### config.mk
export PLATFORM = sky130hd
export DESIGN_NAME = beng_ram
export DESIGN_NICKNAME = d
export VERILOG_FILES = /design/src/sv/beng_ram.sv
export SDC_FILE = /design/constraint.sdc
export NUM_CORES = 2
export LEC_CHECK = 0
export BUFFER_PORTS_ARGS = -buffer_cell sky130_fd_sc_hd__buf_2
export CORE_MARGIN = 10
export CORE_UTILIZATION = 55
export CTS_BUF_LIST = sky130_fd_sc_hd__clkbuf_4 sky130_fd_sc_hd__clkbuf_8 sky130_fd_sc_hd__clkbuf_16
export DETAILED_ROUTE_END_ITERATION = 12
export PLACE_DENSITY = 0.71
export SLEW_MARGIN = 20
export SYNTH_ARGS = -nofsm -noshare
export SYNTH_HDL_FRONTEND = slang
export SYNTH_SLANG_ARGS = --single-unit
### constraint.sdc
create_clock -name clk -period 11.4 [get_ports clk]
set_clock_uncertainty 0.15 [all_clocks]
set_input_delay 1.71 -clock clk [delete_from_list [all_inputs] [get_ports clk]]
set_output_delay 1.71 -clock clk [all_outputs]
set_load 0.01 [all_outputs]
### src/sv/beng_ram.sv
// ----------------------------------------------------------------------------
// beng_ram
// Generic single-write, single-read RAM with registered read data.
// ----------------------------------------------------------------------------
module beng_ram #(
  parameter  int WIDTH = 32,
  parameter  int DEPTH = 64,
  localparam int AW    = (DEPTH > 1) ? $clog2(DEPTH) : 1
) (
  input  logic             clk,
  input  logic             we,
  input  logic [AW-1:0]    waddr,
  input  logic [WIDTH-1:0] wdata,
  input  logic [AW-1:0]    raddr,
  output logic [WIDTH-1:0] rdata
);

  logic [WIDTH-1:0] mem [DEPTH];

  always_ff @(posedge clk) begin
    if (we) begin
      mem[waddr] <= wdata;
    end
    rdata <= mem[raddr];
  end

endmodule

# After elaboration in Yosys (flattened, before gate mapping)
# Memories as Yosys holds them, arrays and structs flattened. A register that Yosys moved wholly into a read port is not among the register bits.
# Cells that the tools add are included.
# word_totals
ff_bits,0
latch_bits,0
ramBits,2048
rom_bits,0
input_bits,46
elab_cells,3
mem_count,1
# classes
addsub,0
mul,0
div_mod_pow,0
n_lt_le_gt_ge,0
eq_ne,0
shift,0
muxes,2
n_bitwise,0
reduce_logical,0
# mem_list
memory,words,width,rd,rd_clocked_by_memory_dff,wr,line_no,text
mem,64,32,1,1,1,18,logic [WIDTH-1:0] mem [DEPTH];
# ops
operator,count
$mux 1,2

# Longest topological paths before layout
# depth
word_depth,2
mapped_depth,10

# Worst setup path after synthesis
# OpenSTA, ideal clock, no wires.
# synth_timing
path_kind,input to register
startpoint,in waddr[3]
endpoint,"mem mem[48][0], enable pin"
setup_time_ns,0.461
t_arrival_ns,4.409
required_time_ns,10.789
path_slack_ns,6.380
cell_stages,4
n_path_buf,1
path_cell_list,clkbuf_1 > nor2b_1 > nand4b_1 > nor3_1
# synth_lines
element,line_no,text
"start, declared",12,"input logic [AW-1:0] waddr,"
"end, declared",18,
# Straight into the memory's write port.

==> metrics <==
status complete, no violations; final worst setup slack 6289 ps; Req. time, crit path 11910 ps; num ports 78; FP Rows 138; Final min period 5111 ps; CP Class in2reg; FF-to-FF path depth 4; DR vias 37290; total grt overflow 0; hold_sp mem[61][10]$_DFFE_PP_; largest net degree at the start of global routing 106; Initial Util 55.39%; Setup Viol. Count Final 0; Arrival @ worst endpoint 5620 ps; drt via density 6.652; most frequent cells in the layout edfxtp_1, mux4_2, clkbuf_16, buf_4, mux2i_1; worst relative slew slack 14.98%; Synth top area share just under 80%; area leader, netlist edfxtp_1; post-CTS setup repair buffer count 0; Max VDD drop 0.1764 mV; Tightest Pin Transition 1267 ps; worst hold path type reg2reg; Mapped Area 78520 um^2; Die Span X between 300 and 400 um; Core Region around 140000 um^2; Synth Warn # 0; sequential fraction of the synthesis area 79.14%; Cells after Synth approximately 3300; drt initial violations 5435; Hold Fails Final Rpt 0; Detail Placement HPWL 104900 um; synthesized net count roughly 3400; post-CTS sizing 0; CP Max Fanout 61; antenna violations before repair 14; setup TNS 0 ps; clk_lat worst skew 830 ps; Num Clock Sinks 2080; reg-to-reg setup timing slack between 8000 and 9000 ps; H-tree Lvls 4; vias in the first global route 37440; CTS Root Cell clkbuf_16; startpoint class of the critical path input pin; worst hold endpoint rdata[10]$_DFF_P_; Die H approximately 400 um; Worst R2R End rdata[1]$_DFF_P_; DRC 0; ranking of synthesized cells by area edfxtp_1, mux4_2, mux2i_1; P&R area growth vs syn 12.54%; Leakage Power 27.54 nW; PortBufs 77; CP endpoint kind register; Post-Route WL roughly 200000 um; CTS tree built; RSZ-0062 raised after global routing no; commonest non-fill, non-tap cell in the layout edfxtp_1; Hold Crit Depth 5; post-DR wirelength/cell 35.32 um; layout cells sized above 1 between 30% and 40%; Synth Area per Inst about 24 um^2; max-slew violation total from the final report 0; max_cap viols 0; total track usage 25.16%; final antenna-violating net count 0; Clock transition at path regs 70 ps; library cells used by synthesis 34; power density over the cells 178.2 nW/um^2; pre-CTS WS 5418 ps; RePlAce Congestion 0.8369; flops & latches, synth 2080; fin nets 3591; TritonCTS Buffers between 150 and 200; FF-to-FF Start mem[27][1]$_DFFE_PP_; maximum clock rate just under 200 MHz; Tcrit/Tclk final 44.84%; first-pass GRT wire length 281000 um; die outline area ~160000 um^2; drt pass-1 iters 5; clk buf depth 3; hold_buf cts 0
## kinds of logic (layout without fill, tap and decap cells)
logic type / Yosys count / in the layout / synth area share [%]
multiplexers: 637 / 637 / 16.79
AO/OA/AOI/OAI: 202 / 202 / 1.673
other: 0 / 5 / 0
buffers and inverters: 182 / 568 / 1.128
AND/OR/NAND/NOR: 223 / 223 / 1.265
flip-flops: 2080 / 2080 / 79.14
## state kept, by name, summed over array words and instances (netlist names)
register and flops:
mem 2048, rdata 32
## stage by stage
stage	hold WS [ps]	total power, mW	cell area (um^2)	util, %	cells
6_report	774.5	15.74	88360	62.33	5605
5_1_grt	857.1	16.15	88350	62.32	5601
4_1_cts	775.7	15.81	88340	62.32	5600
3_5_place_dp	755.7	9.471	81980	57.83	5240
3_3_place_gp	691.8	9.456	81920	57.79	5238
2_1_floorplan	513.2	9.062	78520	-	3324
## cells in the mapped netlist (all sizes together)
cell type and n:
a311oi 8, dfxtp 32, and2 2, nor2 137, edfxtp 2048, a41o 4, or3b 5, mux4 544
and3 4, nand2 26, mux2i 93, nand2b 8, nand4b 1, a31oi 1, nand3b 5, nor3 7
a22oi 12, o32ai 4, nand4 2, buf 108, or3 3, a21oi 62, o22ai 84, nor2b 15
o221ai 27, clkbuf 74, or2 3, nand3 5
## per-layer routing
metal / track usage (%) / share of wire (%)
met5: 0 / 0.011
met1: 35.37 / 37
met2: 39.37 / 48
met3: 5.315 / 11
met4: 9.132 / 3.7
## worst max-delay path by stage
stage | startpoint | endpoint | cells after the start | slack, ps
floorplan | waddr[3] | mem[48][0]$_DFFE_PP_ | 4 | 6380
global placement | raddr[0] | rdata[8]$_DFF_P_ | 8 | 5370
detailed placement | raddr[0] | rdata[1]$_DFF_P_ | 7 | 5420
CTS | raddr[0] | rdata[1]$_DFF_P_ | 7 | 6290
global route | raddr[0] | rdata[1]$_DFF_P_ | 7 | 5980
finish | raddr[0] | rdata[4]$_DFF_P_ | 8 | 6290
## power breakdown
part / switching (mW) / total (mW) / internal, mW
clock: 2.75 / 6.44 / 3.68
sequential: 0.0479 / 8.51 / 8.47
combinational: 0.514 / 0.793 / 0.279
## area by class of cell
class / count / area, um^2
diodes: 5 / 12.51
clock buffers: 252 / 5368
clock inverters: 108 / 996.0
fillers: 9274 / 53400
multi-input cells: 1062 / 16000
flip-flops and latches: 2080 / 62140
well taps: 1890 / 2365
repair buffers: 208 / 1474
## worst max-delay path, cell delays in order
cell	delay, ps
buf_8	580
buf_4	780
buf_4	590
mux4_2	580
mux2i_1	160
nor2_1	60
a311oi_1	870
nor3_1	140
No activity file was read; power rests on OpenSTA's default activity.
