### src/sv/beng_pkg.sv
// ----------------------------------------------------------------------------
// beng_pkg
// Shared types and constants of the block-energy noise gate.
// ----------------------------------------------------------------------------
package beng_pkg;

  localparam int SAMPLE_BITS  = 16;
  localparam int BLOCK_FRAMES = 64;

  localparam int CNT_W  = $clog2(BLOCK_FRAMES + 1);
  localparam int ADDR_W = (BLOCK_FRAMES > 1) ? $clog2(BLOCK_FRAMES) : 1;

  localparam int SQ_W  = 2 * SAMPLE_BITS;
  localparam int SUM_W = 2 * SAMPLE_BITS + 5;

  localparam int CHN_W = 2;
  localparam int THR_W = 27;
  localparam int ATK_W = 13;
  localparam int REL_W = 17;
  localparam int CFG_W = 27;
  localparam int IDX_W = 2;

  localparam logic [IDX_W-1:0] REG_CHANNELS = 2'd0;
  localparam logic [IDX_W-1:0] REG_THRESH   = 2'd1;
  localparam logic [IDX_W-1:0] REG_ATTACK   = 2'd2;
  localparam logic [IDX_W-1:0] REG_RELEASE  = 2'd3;

  localparam logic [CHN_W-1:0] CHN_RESET = 2'd2;
  localparam logic [THR_W-1:0] THR_RESET = 27'd1073742;
  localparam logic [ATK_W-1:0] ATK_RESET = 13'd655;
  localparam logic [REL_W-1:0] REL_RESET = 17'd6554;

  // Envelope in Q1.16, one is 1 << ENV_FRAC
  localparam int             ENV_W    = 17;
  localparam int             ENV_FRAC = 16;
  localparam logic [ENV_W-1:0] ENV_ONE = 17'd65536;

  // Squares are Q0.(2*SAMPLE_BITS-2), threshold is Q0.30
  localparam int SQ_FRAC = 2 * SAMPLE_BITS - 2;
  localparam int LHS_SH  = (SQ_FRAC >= 30) ? 0 : 30 - SQ_FRAC;
  localparam int RHS_SH  = (SQ_FRAC >= 30) ? SQ_FRAC - 30 : 0;
  localparam int RHS_W   = THR_W + CNT_W + 1;
  localparam int CMP_W   = (SUM_W + LHS_SH > RHS_W + RHS_SH) ? SUM_W + LHS_SH
                                                             : RHS_W + RHS_SH;

  typedef struct packed {
    logic signed [SAMPLE_BITS-1:0] left_sample;
    logic signed [SAMPLE_BITS-1:0] right_sample;
    logic                          last;
  } frame_t;

  typedef struct packed {
    logic signed [SAMPLE_BITS-1:0] left_out;
    logic signed [SAMPLE_BITS-1:0] right_out;
    logic                          last_out;
  } gated_t;

  typedef struct packed {
    logic sq_load;
    logic sq_en;
    logic scale_load;
    logic scale_en;
  } lane_ctrl_t;

  typedef struct packed {
    logic add;
    logic start;
    logic clear;
  } merge_ctrl_t;

endpackage

### src/sv/beng_merge.sv
// ----------------------------------------------------------------------------
// beng_merge
// Merges lane squares into the saturating block sum, runs the threshold
// test and steps the attack/release envelope.
// ----------------------------------------------------------------------------
module beng_merge import beng_pkg::*; (
  input  logic              clk,
  input  logic              rst,
  input  merge_ctrl_t       ctl,
  input  logic [SQ_W-1:0]   sq_left,
  input  logic [SQ_W-1:0]   sq_right,
  input  logic              stereo,
  input  logic [CNT_W-1:0]  frame_count,
  input  logic [THR_W-1:0]  threshold,
  input  logic [ATK_W-1:0]  attack_coeff,
  input  logic [REL_W-1:0]  release_coeff,
  output logic [ENV_W-1:0]  env,
  output logic              done
);

  localparam int DIFF_W = ENV_W + 1;
  localparam int COEF_W = REL_W + 1;
  localparam int PROD_W = DIFF_W + COEF_W;
  localparam int NEW_W  = PROD_W - ENV_FRAC + 1;

  logic [SUM_W-1:0]  square_sum;
  logic [SUM_W:0]    sum_total;
  logic [CNT_W:0]    count_scaled;
  logic [RHS_W-1:0]  rhs_prod;
  logic [RHS_W-1:0]  rhs;
  logic [CMP_W-1:0]  lhs_cmp;
  logic [CMP_W-1:0]  rhs_cmp;
  logic              target_open;
  logic [ENV_W-1:0]  target;
  logic              rising;
  logic [REL_W-1:0]  coeff;
  logic signed [DIFF_W-1:0] diff;
  logic signed [COEF_W-1:0] coeff_s;
  logic signed [PROD_W-1:0] prod;
  logic signed [PROD_W-1:0] step;
  logic signed [NEW_W-1:0]  env_s;
  logic signed [NEW_W-1:0]  env_sum;
  logic [ENV_W-1:0]  env_next;
  logic              ph1;
  logic              ph2;
  logic              ph3;

  assign sum_total    = {1'b0, square_sum} + (SUM_W + 1)'(sq_left) + (SUM_W + 1)'(sq_right);
  assign count_scaled = stereo ? {frame_count, 1'b0} : {1'b0, frame_count};
  assign rhs_prod     = RHS_W'(threshold) * RHS_W'(count_scaled);
  assign lhs_cmp      = CMP_W'(square_sum) << LHS_SH;
  assign rhs_cmp      = CMP_W'(rhs) << RHS_SH;

  assign target  = target_open ? ENV_ONE : '0;
  assign rising  = target > env;
  assign coeff   = rising ? REL_W'(attack_coeff) : release_coeff;
  assign diff    = $signed({1'b0, target}) - $signed({1'b0, env});
  assign coeff_s = $signed({1'b0, coeff});

  assign step    = prod >>> ENV_FRAC;
  assign env_s   = $signed({{(NEW_W - ENV_W){1'b0}}, env});
  assign env_sum = env_s + step[NEW_W-1:0];

  // clamp to [0, one]
  always_comb begin
    if (env_sum < 0) begin
      env_next = '0;
    end else if (env_sum > $signed({{(NEW_W - ENV_W){1'b0}}, ENV_ONE})) begin
      env_next = ENV_ONE;
    end else begin
      env_next = env_sum[ENV_W-1:0];
    end
  end

  always_ff @(posedge clk) begin
    if (rst) begin
      square_sum <= '0;
      env        <= ENV_ONE;
      ph1        <= 1'b0;
      ph2        <= 1'b0;
      ph3        <= 1'b0;
      done       <= 1'b0;
    end else begin
      if (ctl.clear) begin
        square_sum <= '0;
      end else if (ctl.add) begin
        square_sum <= sum_total[SUM_W] ? '1 : sum_total[SUM_W-1:0];
      end
      ph1  <= ctl.start;
      ph2  <= ph1;
      ph3  <= ph2;
      done <= ph3;
      if (ph3) begin
        env <= env_next;
      end
    end
  end

  always_ff @(posedge clk) begin
    if (ctl.start) begin
      rhs <= rhs_prod;
    end
    if (ph1) begin
      target_open <= lhs_cmp > rhs_cmp;
    end
    if (ph2) begin
      prod <= PROD_W'(diff) * PROD_W'(coeff_s);
    end
  end

  a_env_range: assert property (@(posedge clk) disable iff (rst) env <= ENV_ONE)
    else $error("envelope above one");

endmodule

### config.mk
export PLATFORM = sky130hd
export DESIGN_NAME = beng_merge
export DESIGN_NICKNAME = d
export VERILOG_FILES = /design/src/sv/beng_pkg.sv /design/src/sv/beng_merge.sv
export SDC_FILE = /design/constraint.sdc
export NUM_CORES = 2
export LEC_CHECK = 0
export BUFFER_PORTS_ARGS = -buffer_cell sky130_fd_sc_hd__buf_2
export CORE_MARGIN = 1.5
export CORE_UTILIZATION = 60
export CTS_BUF_LIST = sky130_fd_sc_hd__clkbuf_4 sky130_fd_sc_hd__clkbuf_8
export DETAILED_ROUTE_END_ITERATION = 6
export PLACE_DENSITY = 0.79
export SYNTH_ARGS = -nofsm -noshare
export SYNTH_HDL_FRONTEND = slang
export SYNTH_SLANG_ARGS = --single-unit
### constraint.sdc
create_clock -name clk -period 16.46 [get_ports clk]
set_clock_uncertainty 0.05 [all_clocks]
set_input_delay 0 -clock clk [delete_from_list [all_inputs] [get_ports clk]]
set_output_delay 0 -clock clk [all_outputs]
set_load 0.005 [all_outputs]
Word-level counts from Yosys, hierarchy flattened
Cells that the tools add are included.
{"block": "op_classes", "n_addsub": 4, "n_lt_le_gt_ge": 4, "n_reduce_logical": 1, "multipliers": 2, "muxes": 6}
{"cell": "2-to-1 mux 17 bit", "n": 4}
{"cell": "adder 37 x 32 -> 38 bit", "n": 1}
{"cell": "adder 38 x 32 -> 38 bit", "n": 1}
{"cell": "greater-than comparator 37 x 35 -> 1 bit", "n": 1}
{"cell": "2-to-1 mux 37 bit", "n": 1}
{"cell": "multiplier 18 x 18 -> 36 bit", "n": 1}
{"cell": "multiplier 27 x 8 -> 35 bit", "n": 1}
{"cell": "adder 18 x 20 -> 21 bit", "n": 1}
{"cell": "greater-than comparator 21 x 18 -> 1 bit, second input constant", "n": 1}
{"cell": "less-than comparator 21 x 1 -> 1 bit, second input constant", "n": 1}
{"cell": "subtractor 17 x 17 -> 18 bit", "n": 1}
{"cell": "greater-than comparator 17 bit", "n": 1}
{"cell": "2-to-1 mux 8 bit", "n": 1}
{"cell": "OR reduction 2 bit", "n": 1}
{"block": "totals", "output_inout_bits": 18, "ff_bits": 130}

Depth between registers and ports, before layout
{"block": "depth", "ltp_word": 4, "ltp_mapped": 36, "mapped_depth_nobuf": 33}

Worst setup path after synthesis
Ideal clock, no wire load.
{"block": "synth_timing", "path_kind": "flip-flop to flip-flop", "startpoint": "reg env[0]", "endpoint": "reg prod[35], data pin", "setup_ns": 0.260, "t_arrival_ns": 8.120, "slack_ns": 8.030, "path_buffers": 3, "path_stages_with_launch": 33, "cell_sequence": "dfxtp_1 clkinv_1 ha_1 nand2_1 or3_4 nand2b_4 or3b_1 buf_2 nor3_1 ha_1 nor2_4 buf_12 mux2i_2 buf_2 nor2_1 fa_1 inv_1 fa_1 inv_1 fa_1 fa_1 fa_1 fa_1 ha_1 a21o_1 a21o_1 a21o_1 a31o_2 a221oi_1 o211ai_1 a21oi_1 o21bai_1 xnor2_1"}
{"block": "synth_between", "elab_chain_len": 3}
{"item": "start: declaration", "line": "beng_merge.sv:17", "rtl": "output logic [ENV_W-1:0] env,"}
{"item": "start signal: assignment", "line": "beng_merge.sv:94", "rtl": "env <= env_next;"}
{"item": "greater-than comparator 17 bit", "line": "beng_merge.sv:55", "rtl": "assign rising = target > env;"}
{"item": "2-to-1 mux 17 bit", "line": "beng_merge.sv:56", "rtl": "assign coeff = rising ? REL_W'(attack_coeff) : release_coeff;"}
{"item": "multiplier 18 x 18 -> 36 bit *", "line": "beng_merge.sv:107", "rtl": "prod <= PROD_W'(diff) * PROD_W'(coeff_s);"}
{"item": "end signal: assignment", "line": "beng_merge.sv:107"}
{"item": "end: declaration", "line": "beng_merge.sv:39", "rtl": "logic signed [PROD_W-1:0] prod;"}
Every way passes the cells marked *; elsewhere a longest branch is shown, timed or not.
A chain may end at the register's enable or synchronous reset.

Final worst setup path
Ends and elaborated chain as after synthesis.

==> impl_metrics.py <==
metrics = {
    "synth": {
        "async_flop_share_pct": 0,
        "synth_commonest_cells": "548 x inv_1, 493 x fa_1, 344 x nand2_1, 229 x ha_1, 183 x nor2_1",
        "yosys-top-cells-area": "fa_1 39%, ha_1 11%, inv_1 8.1%",
        "synth_nets": 3644,
        "ys_seq_area_share_pct": 11.2,
        "synth.most_common_cell": "inv_1",
        "yosysUniqueCellTypes": 73,
        "synth_flop_cell": "dfxtp_1",
        "synth-edff-count": 56,
        "synth_top_cell_by_area": "fa_1",
        "syn_area_per_cell_sq_um": 9.13,
        "syn_area_sq_um": 25500,
        "ys_ff_latch": 114,
        "yosysWarnings": 0,
        "synth_top_area_share_pct": 38.8,
        "synth_cells": 2788,
    },
    "layout": {
        "nFillCells": 3427,
        "register_area_sq_um": 2840,
        "area_delta_synth_final_pct": 6.37,
        "multiInputGateArea_sq_um": 20200,
        "final_nets": 3763,
        "drive_above_1_share_pct": 7.98,
    },
    "power": {
        "power_mw": 6.53,
        "max-vdd-ir-drop_uv": 1600,
        "p_per_area_nw_per_um2": 241,
        "p_leak_nw": 14.0,
    },
    "placement": {
        "port_buffers": 151,
        "place_ws_ns": 5.99,
        "dpl.hpwl_mm": 51.8,
        "globalplace.congestion": 0.945,
    },
    "worst_setup_path": {
        "start_kind": "flip-flop",
        "r2r-start": "env[0]",
        "worst-path-max-fanout": 20,
        "crit_start": "env[0]",
        "crit_path_max_incr_delay_ns": 1.13,
        "slowest_stage": "mux2i_1",
        "r2r_cells": 31,
        "r2r_slack_ns": 5.78,
        "critPathKind": "reg -> reg",
        "required_ns": 16.61,
        "endpoint_kind": "flip-flop",
        "path_common_cell": "fa_1",
        "crit_arrival_ns": 10.83,
        "r2r-end": "prod[35]",
    },
    "floorplan": {
        "core-area_sq_um": 41900,
        "die_y_um": 209,
        "num_rows": 75,
        "io_pins": 152,
        "die_width_um": 209,
        "fp.dieArea_sq_um": 43700,
        "start_util_pct": 60.7,
    },
    "route": {
        "detail-route-antenna-nets": 0,
        "vias": 19900,
        "drtIter0Drc": 1567,
        "drcViolationCount": 0,
        "drtPass1Iterations": 6,
        "viasPerCell": 5.74,
        "wl_mm": 62.1,
        "wl_per_cell_um": 18.0,
    },
    "min_path": {
        "worstHoldPathCells": 3,
        "holdPathEnd": "rhs[1]",
        "min-delay-start": "threshold[1]",
        "hp-class": "in -> reg",
    },
    "sta": {
        "finalMaxSlewViolations": 0,
        "finalCritPeriodShare_pct": 64.9,
        "rsz0062_at_grt": "no",
        "setup_violations": 0,
        "tns_ns": 0,
        "worstMarginPinSlew_ns": 1.30,
        "fin_ws_ns": 5.78,
        "fmax_ghz": 0.0936,
        "slew_headroom_pct": 11.1,
        "hold_viol": 0,
        "min_period_ns": 10.68,
    },
    "cts": {
        "cts_max_path_buffers": 2,
        "cts_sinks": 114,
        "root_buffer": "clkbuf_8",
        "clkSlewWorstSetupHoldPaths_ns": 0.07,
        "ctsHtreeMaxLevel": 4,
        "numCtsBuffers": 17,
        "cts_tree": "yes",
        "clock_latency_ns": 0.46,
        "post_cts_resized": 0,
    },
    "grt": {
        "grt_pass1_vias": 21000,
        "grt_usage_pct": 29.6,
        "antenna_found_initial": 3,
        "grt_pass1_wl_mm": 103,
        "globalRouteOverflowTotal": 0,
        "grt_max_degree": 39,
    },
    "job": {
        "maxCapViolCount": 0,
    },
    "run_status": {
        "status": "finished clean",
    },
}
-- layer usage --
layer  up-vias  share of wire (%)  GRT usage [%]  wire, um
met3       145                8.0           5.17      4990
met1      9936                 41           39.9     25700
met2       821                 47           48.9     29500
met5         -              0.016              0        10
met4         2                3.1           9.70      1910
li1       8976                  -              -         -
-- through the flow --
stage               instance area, sq um  hold WS (ns)  util [%]  instances
global placement                   26700         0.161      63.6       3421
finish                             27100        0.0550      64.6       3461
CTS                                27100        0.0352      64.6       3459
detailed placement                 26700         0.169      63.6       3421
floorplan                          25500        0.0276         -       2788
global route                       27100        0.0605      64.6       3460
-- cells by family (layout without fill, tap and decap cells) --
group,count (synthesis),after routing,share of synthesized area (%)
mux,23,23,1.12
fa+ha+maj,722,722,50.0
compound gates,352,352,8.81
buf+inv,621,753,9.50
flops,114,114,11.2
simple gates,839,839,15.4
xor+xnor,117,117,4.02
other cells,0,2,0
-- power by group --
group	internal [mW]	leakage, nW	switching [mW]
clock	0.119	0.169	0.121
sequential	0.697	1.01	0.0353
combinational	2.47	12.8	3.08
total	3.29	14.0	3.24
-- layout by cell type (no fill, tap or decap), drive strengths merged, types with 24 or more instances in the layout --
cell type,instances
fa,493
nor2b,101
nand4,25
nand3,24
a21o,48
nor2,186
xor2,42
xnor2,75
dfxtp,58
edfxtp,56
a21oi,110
nand2,344
inv,549
o21ai,83
nand2b,28
and2,56
ha,229
buf,166
nor3,28
-- cell type report --
class | count | area share (%)
antenna | 2 | 0.0185
clock buffer | 18 | 0.892
clock inverter | 14 | 0.430
inverter | 549 | 7.61
multi-input combinational | 2053 | 74.6
sequential | 114 | 10.5
tap | 539 | 2.49
timing repair buffer | 172 | 3.43
-- how the worst max path moves through the flow --
stage                     to  slack [ns]
floorplan           prod[35]        8.03
global placement    prod[35]        6.41
detailed placement  prod[35]        5.99
CTS                 prod[35]        5.95
global route        prod[35]        5.32
finish              prod[35]        5.78
-- critical path, delay by kind of cell, from the launching register on --
kind / cells / cell delay (ns)
fa+ha+maj: 9 / 3.98
xor+xnor: 1 / 0.13
compound gates: 6 / 2.00
mux: 1 / 1.13
buf+inv: 5 / 0.61
simple gates: 9 / 1.81
flops: 1 / 0.69
-- sequential cells by signal, summed over array words and instances (netlist names) --
| signal | cells |
|---|---|
| lhs_cmp | 37 |
| ph3 | 1 |
| ph1 | 1 |
| target_open | 1 |
| rhs | 35 |
| ph2 | 1 |
| done | 1 |
| env | 17 |
| prod | 20 |
-- what timing repair did --
action | CTS | global route
buffers inserted | 0 | 0
hold endpoints to repair | 7 | 0
hold buffers | 6 | 0
(Power assumes the default switching activity.)
