<file path="src/sv/beng_pkg.sv">
// ----------------------------------------------------------------------------
// beng_pkg
// Shared types and constants of the block-energy noise gate.
// ----------------------------------------------------------------------------
package beng_pkg;

  localparam int SAMPLE_BITS  = 16;
  localparam int BLOCK_FRAMES = 64;

  localparam int CNT_W  = $clog2(BLOCK_FRAMES + 1);
  localparam int ADDR_W = (BLOCK_FRAMES > 1) ? $clog2(BLOCK_FRAMES) : 1;

  localparam int SQ_W  = 2 * SAMPLE_BITS;
  localparam int SUM_W = 2 * SAMPLE_BITS + 5;

  localparam int CHN_W = 2;
  localparam int THR_W = 27;
  localparam int ATK_W = 13;
  localparam int REL_W = 17;
  localparam int CFG_W = 27;
  localparam int IDX_W = 2;

  localparam logic [IDX_W-1:0] REG_CHANNELS = 2'd0;
  localparam logic [IDX_W-1:0] REG_THRESH   = 2'd1;
  localparam logic [IDX_W-1:0] REG_ATTACK   = 2'd2;
  localparam logic [IDX_W-1:0] REG_RELEASE  = 2'd3;

  localparam logic [CHN_W-1:0] CHN_RESET = 2'd2;
  localparam logic [THR_W-1:0] THR_RESET = 27'd1073742;
  localparam logic [ATK_W-1:0] ATK_RESET = 13'd655;
  localparam logic [REL_W-1:0] REL_RESET = 17'd6554;

  // Envelope in Q1.16, one is 1 << ENV_FRAC
  localparam int             ENV_W    = 17;
  localparam int             ENV_FRAC = 16;
  localparam logic [ENV_W-1:0] ENV_ONE = 17'd65536;

  // Squares are Q0.(2*SAMPLE_BITS-2), threshold is Q0.30
  localparam int SQ_FRAC = 2 * SAMPLE_BITS - 2;
  localparam int LHS_SH  = (SQ_FRAC >= 30) ? 0 : 30 - SQ_FRAC;
  localparam int RHS_SH  = (SQ_FRAC >= 30) ? SQ_FRAC - 30 : 0;
  localparam int RHS_W   = THR_W + CNT_W + 1;
  localparam int CMP_W   = (SUM_W + LHS_SH > RHS_W + RHS_SH) ? SUM_W + LHS_SH
                                                             : RHS_W + RHS_SH;

  typedef struct packed {
    logic signed [SAMPLE_BITS-1:0] left_sample;
    logic signed [SAMPLE_BITS-1:0] right_sample;
    logic                          last;
  } frame_t;

  typedef struct packed {
    logic signed [SAMPLE_BITS-1:0] left_out;
    logic signed [SAMPLE_BITS-1:0] right_out;
    logic                          last_out;
  } gated_t;

  typedef struct packed {
    logic sq_load;
    logic sq_en;
    logic scale_load;
    logic scale_en;
  } lane_ctrl_t;

  typedef struct packed {
    logic add;
    logic start;
    logic clear;
  } merge_ctrl_t;

endpackage

</file>
<file path="src/sv/beng_lane.sv">
// ----------------------------------------------------------------------------
// beng_lane
// One channel lane: squares incoming samples and scales stored samples
// by the envelope.
// ----------------------------------------------------------------------------
module beng_lane import beng_pkg::*; (
  input  logic                          clk,
  input  lane_ctrl_t                    ctl,
  input  logic signed [SAMPLE_BITS-1:0] sq_sample,
  input  logic signed [SAMPLE_BITS-1:0] scale_sample,
  input  logic        [ENV_W-1:0]       env,
  output logic        [SQ_W-1:0]        sq,
  output logic signed [SAMPLE_BITS-1:0] scaled
);

  localparam int SCL_W = SAMPLE_BITS + ENV_W + 1;

  logic signed [SQ_W-1:0]  sq_prod;
  logic signed [SCL_W-1:0] sample_ext;
  logic signed [SCL_W-1:0] env_ext;
  logic signed [SCL_W-1:0] scale_prod;
  logic signed [SCL_W-1:0] scale_shift;

  assign sq_prod     = SQ_W'(sq_sample) * SQ_W'(sq_sample);
  assign sample_ext  = SCL_W'(scale_sample);
  assign env_ext     = $signed({{(SCL_W - ENV_W){1'b0}}, env});
  assign scale_prod  = sample_ext * env_ext;
  // arithmetic shift gives the floor
  assign scale_shift = scale_prod >>> ENV_FRAC;

  always_ff @(posedge clk) begin
    if (ctl.sq_load) begin
      sq <= ctl.sq_en ? $unsigned(sq_prod) : '0;
    end
    if (ctl.scale_load) begin
      scaled <= ctl.scale_en ? $signed(scale_shift[SAMPLE_BITS-1:0]) : '0;
    end
  end

endmodule

</file>
<file path="config.mk">
export PLATFORM = sky130hd
export DESIGN_NAME = beng_lane
export DESIGN_NICKNAME = d
export VERILOG_FILES = /design/src/sv/beng_pkg.sv /design/src/sv/beng_lane.sv
export SDC_FILE = /design/constraint.sdc
export NUM_CORES = 1
export LEC_CHECK = 0
export BUFFER_PORTS_ARGS = -buffer_cell sky130_fd_sc_hd__buf_2
export CAP_MARGIN = 10
export CORE_UTILIZATION = 55
export CTS_BUF_LIST = sky130_fd_sc_hd__clkbuf_16
export DETAILED_ROUTE_END_ITERATION = 10
export PLACE_DENSITY = 0.75
export SYNTH_ARGS = -nofsm -noshare
export SYNTH_HDL_FRONTEND = slang
export SYNTH_SLANG_ARGS = --single-unit
</file>
<file path="constraint.sdc">
create_clock -name clk -period 7.97 [get_ports clk]
set_input_delay 1.1955 -clock clk [delete_from_list [all_inputs] [get_ports clk]]
set_output_delay 1.1955 -clock clk [all_outputs]
set_load 0.005 [all_outputs]
</file>
-- Word level (Yosys, flattened, before mapping)
Index checks and enable logic that the tools add are counted.
- multiply operators: 2
- operators with widths (kind ; number):
    16-bit by 16-bit multiplier with 32-bit output ; 1
    16-bit by 18-bit multiplier with 32-bit output ; 1
- flip-flop bits (word level): 48
- bits of input ports: 54
- output and inout bits: 48
- logic and storage cells: 4

-- Depth between registers and ports, before layout
Gate-level depths: netlist (run 1).
- word-level depth: 1
- depth in mapped cells: 25
- mapped depth without buffers: 23

-- Worst setup path after synthesis (run 1)
Ideal clock, no wire load.
- kind: in2reg
- start point: input sq_sample[15]
- end point: register sq[31] (data pin)
- library setup time: 0.256 ns
- data arrival time: 6.736 ns
- data required time: 7.714 ns
- slack: 0.978 ns
- stages: 20
- buffers on the path: 2
- cells stage by stage: clkbuf_1 > clkbuf_1 > nand2_1 > fa_1 > inv_1 > fa_1 > fa_1 > fa_1 > fa_1 > inv_1 > fa_1 > inv_1 > ha_1 > a21o_1 > a21oi_1 > o21ai_0 > a21o_1 > o211ai_1 > nand3_1 > a31o_2
- longest elaborated chain between the ends: 1
- ends and longest elaborated chain (element ; RTL line ; RTL):
    start: declaration ; beng_lane.sv:9 ; input logic signed [SAMPLE_BITS-1:0] sq_sample,
    16-bit by 16-bit multiplier with 32-bit output ; beng_lane.sv:24 ; assign sq_prod = SQ_W'(sq_sample) * SQ_W'(sq_sample);
    end signal: assignment ; beng_lane.sv:33 ; sq <= ctl.sq_en ? $unsigned(sq_prod) : '0;
    end: declaration ; beng_lane.sv:12 ; output logic [SQ_W-1:0] sq,
No other way between the ends.
A chain may end at the register's enable or synchronous reset.

-- Worst setup path in the final report (run 1)
- start point: input env[7]
- end point: register scaled[13] (data pin)
- longest elaborated chain between the ends: 1
- ends and longest elaborated chain (element ; RTL line ; RTL):
    start: declaration ; beng_lane.sv:11 ; input logic [ENV_W-1:0] env,
    16-bit by 18-bit multiplier with 32-bit output ; beng_lane.sv:27 ; assign scale_prod = sample_ext * env_ext;
    end signal: assignment ; beng_lane.sv:36 ; scaled <= ctl.scale_en ? $signed(scale_shift[SAMPLE_BITS-1:0]) : '0;
    end: declaration ; beng_lane.sv:13 ; output logic signed [SAMPLE_BITS-1:0] scaled
No other way between the ends.

==> results of run 1 <==
## layer usage
| layer | up-vias | track usage | routed length, um |
|---|---|---|---|
| met2 | 503 | 0.445 | 21600 |
| met5 | - | 0 | 0 |
| met3 | 72 | 0.0382 | 3340 |
| li1 | 6236 | - | - |
| met1 | 6956 | 0.376 | 18800 |
| met4 | 0 | 0.0636 | 893 |
## state kept, by name (all words and copies together), names as in the netlist
| register | cells |
|---|---|
| scaled | 16 |
| sq | 31 |
## final cells by class
cell class,count,area (sq um)
Multi-Input combinational cell,1394,15600
Fill cell,2949,14200
Inverter,570,2140
Sequential cell,47,1410
Tap cell,455,569
Timing Repair Buffer,109,568
Clock buffer,5,125
Clock inverter,3,23.8
## through the flow
| stage | hold WS (ns) | setup WS [ns] |
|---|---|---|
| floorplan | 1.31 | 0.978 |
| global placement | 1.59 | 0.636 |
| detailed placement | 1.59 | 0.525 |
| finish | 1.34 | 0.737 |
| global route | 1.35 | 0.422 |
| CTS | 1.34 | 0.838 |
## synthesized netlist by cell type (2+ instances only)
cell       count
and2_1       178
nand3b_1       5
xor2_1        17
nor2b_1        6
xnor2_1       36
edfxtp_1      47
nand3_1       10
buf_1          2
nand2_1      214
a211oi_1       5
clkbuf_1      65
a21o_1        22
a311o_1        2
o2111ai_1      2
inv_1        569
or2_2          5
o31ai_1        3
nor2_1        77
nor3b_1        2
and3_1         6
o21a_1        11
o21ai_0       24
o21bai_1       4
nor3_1        12
mux2i_1        7
a31o_2         4
nand2b_1      19
a41o_1         2
nor4b_1        3
ha_1         201
o211ai_1       7
a21oi_1       37
fa_1         441
nand4_1        6
a31oi_1        7
a221oi_1       2
## cells by family after synthesis
logic type | Yosys count | share of synthesized area
other cells | 1 | 0.000194
compound gates | 144 | 0.0505
fa+ha+maj | 642 | 0.586
mux | 7 | 0.00362
simple gates | 547 | 0.139
buf+inv | 638 | 0.124
xor+xnor | 53 | 0.0240
flops | 47 | 0.0729
## worst max path at each step
stage / cells after the start / slack [ns] / to / start
floorplan: 20 / 0.98 / sq[31]$_SDFFCE_PN0P_ / sq_sample[15]
global placement: 22 / 0.64 / scaled[13]$_SDFFCE_PN0P_ / env[7]
detailed placement: 22 / 0.53 / scaled[13]$_SDFFCE_PN0P_ / env[7]
CTS: 22 / 0.84 / scaled[13]$_SDFFCE_PN0P_ / env[7]
global route: 20 / 0.42 / sq[30]$_SDFFCE_PN0P_ / sq_sample[15]
finish: 22 / 0.74 / scaled[13]$_SDFFCE_PN0P_ / env[7]
==> results.md, run 1 <==
- DR vias: 13,800
- Die span in x: 190 um
- First-pass GRT wire length: 76.2 mm
- Status: completed
- Grt ovf: 0
- Hold endpoint: scaled[15]$_SDFFCE_PN0P_
- Number of remaining DRC errors: 0
- Netlist cell types: 55
- Largest net degree at the start of global routing: 32
- Largest stage delay on the critical path: 0.58 ns
- Fmax: 138 MHz
- HP Start: ctl[1]
- Remaining antenna violation count: 0
- Sequential share of the synthesized area: 0.0729
- Number of global-route vias before repair: 15,100
- CP Data Required Time: 8.02 ns
- FF+latch count, synth: 47
- Fin crit period: 7.23 ns
- Bufs and invs on worst path: 6
- Placed cells: 2,575
- Boundary pin count: 102
- Max Root-Sink Buffers: 2
- Synth Area per Inst: 9.31 sq um
- H-tree Lvls: 2
- Post-CTS Setup Bufs: 0
- Clock Sinks: 47
- Crit path top cell by count: fa_1
- Final instance area: 20,400 sq um
- 1st-iter DRT viols: 900
- WHS Path Cells: 1
- Worst setup SP type: input pin
- Crit. End Element: flop
- Hold_buf cts: 0
- CP Class: input pin to flop
- Root Buffer: clkbuf_16
- Crit share post-route: 0.908
- Final Setup Violations: 0
- Hold Path Class: input pin to flop
- Most frequent cells in the layout: inv_1 (569), fa_1 (441), nand2_1 (214)
- Fin util: 0.589
- Async set-reset flop share out of synthesis: 0
- Post-DP Area: 20,200 sq um
- RSZ-0062 raised after global routing: no
- Vias per cell: 5.33
- Commonest non-fill, non-tap cell in the layout: inv_1
- Crit-path leading delay family: adder cells
- Initial antenna violation count: 0
- Initial Util: 0.559
- Final hold violation count: 0
- TritonRoute pass-1 iters: 5
- Dpl hpwl: 37.0 mm
- Rel. slew slack: 0.488
- Area share of the largest cell type after synthesis: 0.456
- Final RePlAce weighted congestion: 0.884
- Cells after synthesis: 2,079
- Share of cells above drive strength 1: 0.0620
- Least-Margin Pin Slew: 0.769 ns
- CTS tree: done
- WL per Instance: 17.3 um
- Final wirelength: 44.6 mm
- Cell Area, Synth: 19,400 sq um
- Number of max-cap violations: 0
- Clock buffer count from CTS: 5
- Net Count, Synth: 2,775
- FP Rows: 68
- Die H: 190 um
- Core area: 34,600 sq um
- Fin cells: 2,583
- Ant. Diodes: 0
- Worst Path Max Fanout: 16
- Synthesis-to-finish area growth: 5.31%
- Yosys top cell by area: fa_1
- CP max-delay cell: o21ai_0
- Worst Path Arrival: 7.29 ns
- Tot GR Track Use: 0.269
- Max-slew violations: 0
- Fin Setup TNS: 0 ns
- Port bufs: 100
- Synth Flop Type: edfxtp_1
- Area contributors post-synth: fa_1 (46%), ha_1 (13%), inv_1 (11%), edfxtp_1 (7.3%), and2_1 (5.8%)
- Cells along the critical path: buf_2 -> nand2_1 -> fa_1 -> inv_1 -> fa_1 -> inv_1 -> fa_1 -> inv_1 -> fa_1 -> fa_1 -> inv_1 -> fa_1 -> inv_1 -> ha_1 -> nand4_1 -> nor2_1 -> o21ai_0 -> o21ai_0 -> a21oi_1 -> o31ai_1 -> a31oi_1 -> mux2i_1
- Fin nets: 2,823
- Die ar.: 36,000 sq um
- Yosys warnings: 0
- Clock transition at path regs: 0.07 ns
- Post-synth EDFFs: 47
- Post-CTS resize count: 0
Power of run 1 is left out: the tool's default activity adds up to more than one toggle a clock period on the data nets, which glitch-free logic cannot reach.
==> inputs of run 2 (changes only) <==
- BUFFER_PORTS_ARGS: -buffer_cell sky130_fd_sc_hd__buf_2 -> -buffer_cell sky130_fd_sc_hd__buf_4
- RECOVER_POWER: not set -> 50
==> run 2 against run 1 <==
- non-clock buffer count shrank 8
- critical path depth shrank 3
- cell count fell by 0.31%
- setup slack better by 0.15 ns
- global-route usage down 0.18 points
- sequential cell count is the same
- routed wire length is 0.36% higher
- design area up 0.95%
- the flow now finishes with violations (capacitance limit, slew limit)
- fmax rose by 2.1%
- critical path type unchanged
==> results.md, run 2 (synthesized netlist as in run 1, its figures left out) <==
- Synthesis-to-finish area growth: 6.31%
- Crit. End Element: flop
- Port bufs: 100
- H-tree Lvls: 2
- Max Root-Sink Buffers: 2
- Setup WS post-layout: 0.885 ns
- Rel. slew slack: -0.228
- Fin crit period: 7.09 ns
- Crit path from: sq_sample[3]
- Initial Util: 0.559
- Least-Margin Pin Slew: 1.84 ns
- Number of global-route vias before repair: 15,000
- Max FFs per register: 31
- Crit path top cell by count: fa_1
- Post-CTS resize count: 0
- Final Setup Violations: 0
- Bufs and invs on worst path: 4
- Post-Place Setup Slack: 0.618 ns
- Crit path depth: 19
- CP Data Required Time: 8.03 ns
- Most frequent cells in the layout: inv_1 (569), fa_1 (441), nand2_1 (214)
- Die ar.: 36,000 sq um
- Core area: 34,600 sq um
- Worst Path Arrival: 7.14 ns
- CP Class: input pin to flop
- CP max-delay cell: fa_1
- Tot GR Track Use: 0.267
- Final wirelength: 44.8 mm
- DR vias: 13,900
- Commonest non-fill, non-tap cell in the layout: inv_1
- Boundary pin count: 102
- Status: finished with violations
- WL per Instance: 17.4 um
- Remaining antenna violation count: 0
- CTS tree: done
- Root Buffer: clkbuf_16
- Crit path capture: sq[31]$_SDFFCE_PN0P_
- Number of max-cap violations: 1
- Hold_buf cts: 0
- Clock buffer count from CTS: 5
- FP Rows: 68
- Fmax: 141 MHz
- RSZ-0062 raised after global routing: no
- Grt ovf: 0
- Share of cells above drive strength 1: 0.0561
- Die H: 190 um
- Largest stage delay on the critical path: 0.90 ns
- Hold Path Class: input pin to flop
- Final hold violation count: 0
- Fin nets: 2,815
- Violated checks: capacitance limit, slew limit
- Max-slew violations: 32
- TritonRoute pass-1 iters: 6
- Number of remaining DRC errors: 0
- Final RePlAce weighted congestion: 0.913
- Worst setup SP type: input pin
- Crit-path leading delay family: adder cells
- Clock Sinks: 47
- 1st-iter DRT viols: 965
- Fin Setup TNS: 0 ns
- # fillers: 2,931
- Initial antenna violation count: 0
- Cells along the critical path: buf_4 -> inv_1 -> nor2_1 -> fa_1 -> fa_1 -> fa_1 -> fa_1 -> fa_1 -> inv_1 -> fa_1 -> inv_1 -> ha_1 -> a21o_1 -> a21oi_1 -> o21ai_0 -> a21o_1 -> o211ai_1 -> nand3_1 -> a31o_2
- Largest net degree at the start of global routing: 32
- Vias per cell: 5.40
- Clock transition at path regs: 0.06 ns
- First-pass GRT wire length: 75.2 mm
- Post-CTS Setup Bufs: 0
- Register name with the most flops: sq
- Ant. Diodes: 0
- Die span in x: 190 um
- Top flop regs: sq (31), scaled (16)
- Dpl hpwl: 37.3 mm
- Crit share post-route: 0.889
- Worst Path Max Fanout: 13
## run 2: through the flow
step                 util  cells  instance area (sq um)  hold WS [ns]
global route        0.594   2575                  20600          1.36
CTS                 0.595   2575                  20600          1.26
finish              0.594   2575                  20600          1.36
global placement    0.590   2567                  20400          1.58
detailed placement  0.590   2567                  20400          1.59
floorplan               -   2079                  19400          1.31
## run 2: metal layers
layer	part of all wire	routed length (um)	up-vias	GRT usage
li1	-	-	6233	-
met1	0.42	18700	7043	0.363
met5	0	0	-	0
met2	0.48	21300	533	0.443
met4	0.026	1160	0	0.0701
met3	0.082	3690	87	0.0478
## run 2: area by class of cell
cell class                 count  area [sq um]  area share
inverter                     570          2140       0.104
multi-input combinational   1394         15600       0.756
timing repair buffer         101           739      0.0359
sequential                    47          1410      0.0686
clock buffer                   5           125     0.00608
tap                          455           569      0.0277
clock inverter                 3          46.3     0.00225
## run 2: worst min-delay path by stage
stage / slack [ns] / from / to / cells past startpoint
global placement: 1.58 / ctl[1] / scaled[14]$_SDFFCE_PN0P_ / 1
finish: 1.36 / ctl[2] / sq[3]$_SDFFCE_PN0P_ / 2
detailed placement: 1.59 / ctl[1] / scaled[15]$_SDFFCE_PN0P_ / 1
floorplan: 1.31 / ctl[1] / scaled[0]$_SDFFCE_PN0P_ / 0
CTS: 1.26 / ctl[1] / scaled[15]$_SDFFCE_PN0P_ / 1
global route: 1.36 / ctl[2] / sq[4]$_SDFFCE_PN0P_ / 2
Power of run 2 is left out for the same reason.
==> inputs of run 3 (changes only) <==
- clock period: 7.97 -> 6.99 ns (I/O delays scaled with it)
==> run 3 against run 2 <==
- the run still ends with capacitance limit, slew limit left
- core utilization rose by 0.63 points
- sequential cell count unchanged
- design area increased by 1.1%
- critical path depth increased by 2
- global-route usage up 0.20 points
- die area stayed put
- setup slack got worse by 0.49 ns
- non-clock buffer count rose by 32
- cell count rose by 1.2%
- routed wire length about the same
- clock-buffer cell count stayed put
- largest cell class unchanged
==> results.md, run 3 (synthesized netlist as in run 1, its figures left out) <==
- Core area: 34,600 sq um
- Ant. Diodes: 0
- Clock Sinks: 47
- GRT met2 Usage: 0.456
- First-pass GRT wire length: 75.9 mm
- Largest net degree at the start of global routing: 32
- Max-slew violations: 32
- GR peak layer: met2
- Post-CTS resize count: 0
- Final hold violation count: 0
- Dpl hpwl: 37.3 mm
- Number of global-route vias before repair: 15,400
- Commonest non-fill, non-tap cell in the layout: inv_1
- Fmax: 152 MHz
- Met1 GRT Util: 0.358
- Die H: 190 um
- CP Class: input pin to flop
- Fin util: 0.601
- Die span in x: 190 um
- Share of cells above drive strength 1: 0.0702
- Number of remaining DRC errors: 0
- Worst Path Max Fanout: 12
- Footprint of the multi-input gates: 15,600 sq um
- CP Data Required Time: 7.05 ns
- Final wirelength: 44.8 mm
- Vias per cell: 5.30
- Top flop regs: sq (31), scaled (16)
- Rel. slew slack: -0.213
- WL per Instance: 17.2 um
- Die ar.: 36,000 sq um
- RSZ-0062 raised after global routing: no
- Most frequent cells in the layout: inv_1 (569), fa_1 (441), nand2_1 (214)
- Clock buffer count from CTS: 5
- Tot GR Track Use: 0.269
- Worst Path Arrival: 6.66 ns
- Hold_buf cts: 0
- Remaining antenna violation count: 0
- Initial Util: 0.559
- 1st-iter DRT viols: 732
- Fin nets: 2,847
- # fillers: 2,958
- Root Buffer: clkbuf_16
- Least-Margin Pin Slew: 1.82 ns
- Grt ovf: 0
- Hold Path Class: input pin to flop
- Boundary pin count: 102
- Fin Setup TNS: 0 ns
- CTS tree: done
- Storage element area: 1410 sq um
- Worst setup SP type: input pin
- Final RePlAce weighted congestion: 0.902
- H-tree Lvls: 2
- Max Root-Sink Buffers: 2
- Initial antenna violation count: 0
- Status: finished with violations
- Crit. End Element: flop
- TritonRoute pass-1 iters: 7
- Synthesis-to-finish area growth: 7.43%
- FP Rows: 68
- Violated checks: capacitance limit, slew limit
- Post-CTS Setup Bufs: 0
- DR vias: 13,800
- Fin crit period: 6.60 ns
- Port bufs: 100
- Crit share post-route: 0.944
- Number of max-cap violations: 1
- Final instance area: 20,800 sq um
- Max FFs per register: 31
- Final Setup Violations: 0
- Clock transition at path regs: 0.07 ns
- Register name with the most flops: sq
- Met3 Usage GRT: 0.0446
- Post-DP Area: 20,700 sq um
==> run 3: changes by cell type in the layout (fill, tap and decap cells not counted) <==
cell,change
buf_4,+31
bufinv_16,-1
clkbuf_4,+1
clkinvlp_4,+1
==> run 3: area by class of cell <==
class	instances	share of cell area
flip-flops and latches	47	0.0678
repair buffers	133	0.0471
inverters	570	0.103
multi-input cells	1394	0.748
well taps	455	0.0274
clock inverters	3	0.00114
clock buffers	5	0.00602
==> run 3: worst paths after layout <==
| check | end | slack, ns | cells after the start | startpoint |
|---|---|---|---|---|
| max | sq[31]$_SDFFCE_PN0P_ | 0.39 | 21 | sq_sample[0] |
| min | sq[3]$_SDFFCE_PN0P_ | 1.23 | 2 | ctl[2] |
==> run 3: metrics by stage <==
| step | setup slack, ns | cells | hold WS (ns) |
|---|---|---|---|
| 3_5_place_dp | 0.113 | 2599 | 1.44 |
| 5_1_grt | 0.0444 | 2607 | 1.23 |
| 3_3_place_gp | 0.185 | 2599 | 1.43 |
| 2_1_floorplan | 0.145 | 2079 | 1.16 |
| 4_1_cts | 0.450 | 2607 | 1.13 |
| 6_report | 0.393 | 2607 | 1.23 |
==> run 3: metal layers <==
layer / part of all wire / up-vias
met5: 0 / -
met2: 0.49 / 468
met3: 0.073 / 84
li1: - / 6280
met1: 0.41 / 6991
met4: 0.027 / 0
==> run 3: worst max-delay path: stages <==
cell      delay (ns)
clkbuf_1        0.44
inv_1           0.30
nor2_1          0.38
fa_1            0.28
fa_1            0.18
inv_1           0.05
fa_1            0.47
inv_1           0.05
fa_1            0.46
fa_1            0.53
inv_1           0.05
fa_1            0.47
inv_1           0.04
ha_1            0.34
and3_1          0.23
a31oi_1         0.39
a21oi_1         0.14
buf_4           0.15
o211ai_1        0.25
nand3_1         0.14
a31o_2          0.25
Power of run 3 is left out for the same reason.
